<file path="src/sv/nested_op_subject_tracker_unit_assert.svh">
// Assertion macros for the nested op subject tracker.
// Included by the top level; no other dependencies.
`ifndef NESTED_OP_SUBJECT_TRACKER_UNIT_ASSERT_SVH
`define NESTED_OP_SUBJECT_TRACKER_UNIT_ASSERT_SVH
`ifndef SYNTHESIS
`define NOST_ASSERT_IMP(lbl, clk_s, rst_s, ante, cons) \
  lbl: assert property (@(posedge clk_s) disable iff (rst_s) (ante) |-> (cons)) \
    else $error("assertion failed");
`define NOST_ASSERT_NXT(lbl, clk_s, rst_s, ante, cons) \
  lbl: assert property (@(posedge clk_s) disable iff (rst_s) (ante) |=> (cons)) \
    else $error("assertion failed");
`else
`define NOST_ASSERT_IMP(lbl, clk_s, rst_s, ante, cons)
`define NOST_ASSERT_NXT(lbl, clk_s, rst_s, ante, cons)
`endif
`endif

</file>
<file path="src/sv/nost_pkg.sv">
// Shared types and codes for the nested op subject tracker.
// No dependencies.
package nost_pkg;
  localparam logic [1:0] CMD_BEGIN = 2'd0;
  localparam logic [1:0] CMD_END   = 2'd1;
  localparam logic [1:0] CMD_QUERY = 2'd2;

  localparam logic [2:0] ST_OK       = 3'd0;
  localparam logic [2:0] ST_INVALID  = 3'd1;
  localparam logic [2:0] ST_BUSY     = 3'd2;
  localparam logic [2:0] ST_OVERFLOW = 3'd3;
  localparam logic [2:0] ST_DENIED   = 3'd4;

  localparam logic CFG_READY   = 1'b0;
  localparam logic CFG_DESTROY = 1'b1;

  typedef enum logic [1:0] {
    S_IDLE,
    S_LOOK,
    S_EXEC,
    S_OUT
  } state_t;

  typedef struct packed {
    logic load;   // capture input beat
    logic look;   // slot search and stack read
    logic exec;   // commit update and result
  } ctl_t;

  typedef struct packed {
    logic done;   // result registered
  } sts_t;
endpackage

</file>
<file path="src/sv/nost_ctrl.sv">
// Sequencer for the subject tracker: load, look, exec, hold result.
// Depends on nost_pkg.
module nost_ctrl
  import nost_pkg::*;
(
  input  logic clk,
  input  logic rst,
  input  logic in_valid,
  input  logic out_ready,
  input  logic out_full,
  input  sts_t sts,
  output logic in_ready,
  output ctl_t ctl
);
  state_t state, state_next;

  always_ff @(posedge clk) begin
    if (rst) begin
      state <= S_IDLE;
    end else begin
      state <= state_next;
    end
  end

  always_comb begin
    state_next = state;
    case (state)
      S_IDLE: if (in_valid && (!out_full || out_ready)) state_next = S_LOOK;
      S_LOOK: state_next = S_EXEC;
      S_EXEC: state_next = S_IDLE;
      default: state_next = S_IDLE;
    endcase
  end

  always_comb begin
    in_ready = !rst && (state == S_IDLE) && (!out_full || out_ready);
    ctl.load = in_ready && in_valid;
    ctl.look = (state == S_LOOK);
    ctl.exec = (state == S_EXEC) && !sts.done;
  end
endmodule

</file>
<file path="config.mk">
export PLATFORM = sky130hd
export DESIGN_NAME = nost_ctrl
export DESIGN_NICKNAME = d
export VERILOG_FILES = /design/src/sv/nested_op_subject_tracker_unit_assert.svh /design/src/sv/nost_pkg.sv /design/src/sv/nost_ctrl.sv
export SDC_FILE = /design/constraint.sdc
export NUM_CORES = 1
export LEC_CHECK = 0
export BUFFER_PORTS_ARGS = -buffer_cell sky130_fd_sc_hd__buf_4
export CORE_AREA = 2 2 39 41
export DETAILED_ROUTE_END_ITERATION = 8
export DIE_AREA = 0 0 41 43
export GPL_TIMING_DRIVEN = 0
export SYNTH_ARGS = -nofsm -noshare
export SYNTH_HDL_FRONTEND = slang
export SYNTH_SLANG_ARGS = --single-unit
</file>
<file path="constraint.sdc">
create_clock -name clk -period 1.1 [get_ports clk]
set_clock_uncertainty 0.1 [all_clocks]
set_input_delay 0.165 -clock clk [delete_from_list [all_inputs] [get_ports clk]]
set_output_delay 0.165 -clock clk [all_outputs]
set_load 0.1 [all_outputs]
</file>
# Word-level counts from Yosys, hierarchy flattened
# Index checks and enable logic that the tools add are counted.
# Widths: inputs -> output; s select.
op_classes:
  n_addsub: 0
  n_mul: 0
  div: 0
  n_lt_le_gt_ge: 0
  eq_ne: 3
  shifts: 0
  n_mux: 2
  bitwise_logic: 0
  n_reduce_logical: 10
ops:
  columns: ["cell", "count"]
  rows:
  - ["$logic_and 1x1->1", 5]
  - ["$pmux 2 s2", 1]
  - ["$logic_not 1->1", 3]
  - ["$eq 2x1->1 const B", 1]
  - ["$eq 2x2->1 const B", 1]
  - ["$logic_not 2->1", 1]
  - ["$mux 2", 1]
  - ["$ne 2x2->1 const B", 1]
  - ["$logic_or 1x1->1", 1]
totals:
  register_bits: 2
  latchBits: 0
  ramBits: 0
  rom_bits: 0
  output_inout_bits: 4
  wordCells: 16
  mem_count: 0

# Longest topological paths before layout
# Gate-level depths: netlist of the first run.
logic_depth:
  word_depth: 5
  depth_mapped: 2
  depth_no_buf: 2

# Worst setup path after synthesis of the first run
# Ideal clock, no wire load.
synth_timing:
  path_kind: "register to output"
  start: "reg state[0]"
  end: "out ctl[2] in the netlist's numbering"
  t_arrival_ns: 3.284
  setup_slack_ns: -2.449
  path_stages_with_launch: 3
  path_buffers: 0
  path_cell_list: "dfxtp_1 -> nand2b_1 -> nor4_1"
synth_rtl:
  columns: ["item", "line", "rtl"]
  rows:
  - ["start: declaration", "nost_ctrl.sv:15", "state_t state, state_next;"]
  - ["start signal: assignment", "nost_ctrl.sv:21", "state <= state_next;"]
  - ["end: declaration", "nost_ctrl.sv:13", "output ctl_t ctl"]

==> qor_table.md, run 1 <==
| Parameter | This run | Unit |
| --- | --- | --- |
| Avg WL per Cell | 7.780 | um |
| Worst setup slack before clock tree synthesis | -0.1611 | ns |
| Setup crit end kind | primary output | - |
| Final core occ | 22.42 | % |
| Number of pins with negative max-slew slack in the final report | 0 | - |
| Worst setup slack for register-to-register paths | 0.10 | ns |
| Final critical path time including I/O delays and setup | 1.397 | ns |
| Vias in the first global route | 132 | - |
| Number of fill cells | 155 | - |
| Biggest regs | state: 2 flops | - |
| Library cell occupying the most area in the post-synthesis netlist | dfxtp_1 | - |
| Setup Crit Path Kind | flop to primary output | - |
| Aggregate routed wire length | 319 | um |
| RSZ-0062 raised after global routing | yes | - |
| Deepest level of the CTS H-tree | 1 | - |
| Crit start category | flop | - |
| Ratio of routed vias to standard cells | 3.293 | - |
| First-pass GRT wire length | 483 | um |
| Number of input and output port buffers inserted | 9 | - |
| I/O Pins | 10 | - |
| Source-to-sink clock delay at the later pin of the worst-skew pair | 0.23 | ns |
| Register area | 47.55 | um^2 |
| Required time worst endpoint | 0.83 | ns |
| Total nets after synthesis | 17 | - |
| Mapped Area | 100.1 | um^2 |
| Syn Area/Cell | 9.100 | um^2 |
| Status | finished, violations left | - |
| Clock Path Buffers | 2 | - |
| Number of flip-flops under the largest register name | 2 | - |
| Fraction of post-synthesis cell area in the top cell type by area | 40.00 | % |
| Worst IR Drop VDD | 380.4 | uV |
| Nets | 32 | - |
| Chip Width | 41 | um |
| Number of buffers created by CTS | 3 | - |
| Layout cell share with drive strength beyond 1 | 80.00 | % |
| Count of mapped cells out of synthesis | 11 | - |
| F_max | 716.0 | MHz |
| Cell at the root of the clock tree | clkbuf_4 | - |
| Part of the cycle the worst path needs | 127.0 | % |
| Antenna violation net count after detailed routing | 0 | - |
| Delay-heaviest family, CP | flip-flops | - |
| Cell variety after synth | 6 | - |
| Multi-input gate area in the final layout | 101.3 | um^2 |
| Final Wtd Congestion | 0.5976 | - |
| Antenna violations before repair | 0 | - |
| Die Outline Area | 1763 | um^2 |
| Cell Rows | 14 | - |
| Pin count of the biggest net entering global routing | 6 | - |
| Longest individual stage delay on the worst path | 0.36 | ns |
| Total power per unit cell area | 1278 | nW/um^2 |
| Leading post-synthesis cells by cell area | dfxtp_1, nor4_1, nor3b_1 | - |
| Flip-flop and latch count after synthesis | 2 | - |
| Yosys synthesis warning count | 0 | - |
| Class of the worst hold path | input port to flop | - |
| Cells along the critical path | nand2b_4, nor4_4, buf_6 | - |
| Final global-route overflow total | 0 | - |
| Fraction of the yosys area taken by sequential cells | 40.00 | % |
| Commonest non-fill, non-tap cell in the layout | buf_4 | - |
| Clock slew at the register clock pins of the worst setup and hold paths | 0.04 | ns |
| DRC | 0 | - |
| Synthesis-to-layout area growth | 210.0 | % |
| Floorplan die height | 43 | um |
| Clock tree from TritonCTS | done | - |
| Largest register by flop count | state | - |
| Final setup violation count | 4 | - |
| Detailed-router iteration count before antenna repair | 1 | - |
| Setup WS post-layout | -0.2966 | ns |
| Reported leakage power | 0.0001210 | uW |
| Overall global routing resource usage | 4.509 | % |
| Number of antenna diodes | 0 | - |
| Slew at the pin closest to its max-slew limit | 0.4750 | ns |
| Hold violation count in the final report | 0 | - |
| Core Footprint | 1384 | um^2 |
| Clock sink count | 2 | - |
| Commonest non-fill, non-tap cells in the layout | buf_4, clkbuf_4 | - |
| Combined buffer and inverter count along the critical path | 1 | - |
| Max-Cap Viols | 0 | - |
| First-iteration detailed-routing DRC count | 0 | - |
| Endpoint arrival time on the critical path | 1.13 | ns |
| Worst-case headroom to the max-slew limit | 68.27 | % |
| Highest-delay cell along the critical path | dfxtp_4 | - |
| Number of vias in the routed layout | 135 | - |
| Maximum fanout count along the critical path | 5 | - |
| Violations in the final reports | negative setup slack | - |
| Effective utilization at floorplan | 7.233 | % |
[final timing paths]
check                              from                    end  cells past startpoint
setup / recovery  state[0]$_SDFFE_PP0P_                 ctl[2]                      3
hold / removal                      rst  state[1]$_SDFFE_PP0P_                      2
setup reg to reg  state[1]$_SDFFE_PP0P_  state[0]$_SDFFE_PP0P_                      2
hold reg to reg   state[0]$_SDFFE_PP0P_  state[1]$_SDFFE_PP0P_                      1
[synth_stat cells, drive strengths merged]
cell    count
nor4        3
nor3b       2
dfxtp       2
buf         1
nor2b       2
nand2b      1
[per-stage QoR]
step	power (uW)	hold slack [ns]	cell area [um^2]	setup TNS, ns	instances
after global routing	419.8	0.05421	310.3	-1.153	41
after global placement	199.8	0.2919	234.0	-0.3631	36
after floorplan	168.1	0.1311	146.4	-1.668	11
after detailed placement	201.0	0.2919	234.0	-0.3942	36
after CTS	411.7	0.04163	307.8	-1.043	41
final	396.4	0.05135	310.3	-0.9379	41
[where the power goes]
part,internal (uW),switching [uW],total [uW]
clock network,135,44.5,179
registers,74.5,7.68,82.1
logic,52.5,82.4,135
[logic make-up (layout without fill, tap and decap cells)]
group                  after synthesis  after routing  synth area share (%)
and+or+nand+nor                      8              8                 52.50
DFF                                  2              2                 40.00
buffers and inverters                1             15                 7.503
[routing by layer]
layer / track usage (%) / vias up / part of all wire (%)
met3: 1.571 / 0 / 15
met4: 6.000 / 0 / 0
met5: 0 / - / 0
li1: - / 69 / -
met1: 5.112 / 56 / 45
met2: 5.313 / 10 / 39
[final cells by class]
type                       instances  area share, %
timing repair buffer              10          34.68
multi-input combinational          8          32.66
sequential                         2          15.32
clock buffer                       4          8.468
tap                               16          6.452
buffer                             1          2.419
[timing repair]
action / CTS / global route
endpoints found under the setup margin: 4 / 4
setup buffers: 1 / 0
gates resized for setup: 9 / 1
pin swaps: 1 / 0
endpoints found under the hold margin: 0 / 0
hold buffers: 0 / 0
(Power assumes the default switching activity.)
==> run 2: changes to the inputs <==
- CELL_PAD_IN_SITES_DETAIL_PLACEMENT: not set -> 1
- CELL_PAD_IN_SITES_GLOBAL_PLACEMENT: not set -> 1
- PLACE_DENSITY_LB_ADDON: not set -> 0.1
- REMOVE_ABC_BUFFERS: not set -> 1
==> qor_table.md, run 2 (same netlist as run 1, synthesis figures left out) <==
| Parameter | This run | Unit |
| --- | --- | --- |
| Clock tree from TritonCTS | done | - |
| Synthesis-to-layout area growth | 167.5 | % |
| Clock slew at the register clock pins of the worst setup and hold paths | 0.03 | ns |
| Tightest hold margin | 0.06993 | ns |
| Number of cells on the worst reg-to-reg path | 2 | - |
| Hold violation count in the final report | 0 | - |
| Number of cells in the finished layout apart from fillers | 38 | - |
| Die Outline Area | 1763 | um^2 |
| Cells after DPL | 35 | - |
| Clock Path Buffers | 2 | - |
| Clock sink count | 2 | - |
| Worst-case headroom to the max-slew limit | 68.95 | % |
| Class of the worst hold path | input port to flop | - |
| Summed negative setup slack over all endpoints | -0.9503 | ns |
| Source-to-sink clock delay at the later pin of the worst-skew pair | 0.22 | ns |
| Antenna violations before repair | 0 | - |
| Commonest non-fill, non-tap cell in the layout | buf_4 | - |
| Overall global routing resource usage | 5.411 | % |
| Number of buffers created by CTS | 3 | - |
| Number of flip-flops under the largest register name | 2 | - |
| Floorplan die height | 43 | um |
| Detailed-router iteration count before antenna repair | 4 | - |
| Chip Width | 41 | um |
| Vias in the first global route | 155 | - |
| Slew at the pin closest to its max-slew limit | 0.4647 | ns |
| Final setup violation count | 4 | - |
| I/O Pins | 10 | - |
| Largest register by flop count | state | - |
| Nets | 30 | - |
| First-iteration detailed-routing DRC count | 1 | - |
| Status | finished, violations left | - |
| Effective utilization at floorplan | 7.233 | % |
| Hold buffer count at cts | 0 | - |
| Setup Crit Path Kind | flop to primary output | - |
| Cell Rows | 14 | - |
| Number of vias in the routed layout | 127 | - |
| Part of the cycle the worst path needs | 125.8 | % |
| Number of fill cells | 158 | - |
| Final Wtd Congestion | 0.5379 | - |
| Hold Path Cell Cnt | 2 | - |
| Required time worst endpoint | 0.83 | ns |
| Post-route standard cell area excluding fillers | 267.8 | um^2 |
| F_max | 722.5 | MHz |
| Number of buffers inserted by post-CTS setup repair | 0 | - |
| Worst IR Drop VDD | 234.1 | uV |
| Violations in the final reports | negative setup slack | - |
| Total power per unit cell area | 1347 | nW/um^2 |
| Endpoint arrival time on the critical path | 1.12 | ns |
| Final critical path time including I/O delays and setup | 1.384 | ns |
| Ratio of routed vias to standard cells | 3.342 | - |
| Max-Cap Viols | 0 | - |
| DRC | 0 | - |
| Avg WL per Cell | 8.947 | um |
| Core Footprint | 1384 | um^2 |
| Maximum fanout count along the critical path | 6 | - |
| Final core occ | 19.35 | % |
| Number of input and output port buffers inserted | 9 | - |
| Biggest regs | state: 2 flops | - |
| Number of pins with negative max-slew slack in the final report | 0 | - |
| Cell at the root of the clock tree | clkbuf_4 | - |
| Setup WS post-layout | -0.2841 | ns |
| Reported leakage power | 0.0001046 | uW |
| Crit start category | flop | - |
| Deepest level of the CTS H-tree | 1 | - |
| Number of antenna diodes | 0 | - |
| Setup crit end kind | primary output | - |
| Final global-route overflow total | 0 | - |
| First-pass GRT wire length | 593 | um |
| Antenna violation net count after detailed routing | 0 | - |
| RSZ-0062 raised after global routing | yes | - |
| Commonest non-fill, non-tap cells in the layout | buf_4, clkbuf_4, buf_6 | - |
| Pin count of the biggest net entering global routing | 7 | - |
| Placed Instance Area | 180.2 | um^2 |
| Layout cell share with drive strength beyond 1 | 81.82 | % |
| Aggregate routed wire length | 340 | um |
==> run 2: cell count changes in the layout (fill, tap and decap cells not counted), sizes merged <==
cell	previous run	this run
buf	11	8
==> run 2: stage by stage <==
step / worst slack [ns] / total power (uW)
floorplan: -2.449 / 152.0
global placement: -0.1809 / 181.8
detailed placement: -0.1765 / 182.4
CTS: -0.4010 / 366.5
global route: -0.3197 / 378.0
finish: -0.2841 / 360.8
==> run 2: layout make-up <==
cell class	count	area (um^2)	area share (%)
multi-input cells	8	95.09	35.51
clock buffers	3	22.52	8.411
repair buffers	9	85.08	31.78
flip-flops and latches	2	45.04	16.82
well taps	16	20.02	7.477
==> run 2: metal layers <==
metal | vias up | track usage (%) | routed length (um)
li1 | 63 | - | -
met1 | 61 | 4.153 | 102
met2 | 3 | 8.125 | 224
met3 | 0 | 3.141 | 13
met4 | 0 | 6.000 | 0
met5 | - | 0 | 0
==> run 2: critical path: stages (launching register included) <==
cell and delay, ns:
dfxtp_4 0.36, nor4_4 0.28, buf_6 0.26
==> run 2: power by group <==
group	leakage, uW	total [uW]	internal (uW)	switching, uW
combinational	0.0000733	122	42.1	79.6
clock	0.0000138	156	120	36.2
sequential	0.0000175	83.1	75.8	7.28
total	0.000105	361	238	123
==> run 2: repair_timing <==
action	CTS	global route
pin swaps	1	2
endpoints found under the setup margin	4	4
resized for setup	10	4
==> run 2: final timing paths <==
kind,start,endpoint,slack (ns)
setup reg to reg,state[0]$_SDFFE_PP0P_,state[0]$_SDFFE_PP0P_,0.23
hold / removal,rst,state[1]$_SDFFE_PP0P_,0.07
setup / recovery,state[1]$_SDFFE_PP0P_,ctl[2],-0.28
hold reg to reg,state[1]$_SDFFE_PP0P_,state[1]$_SDFFE_PP0P_,0.39
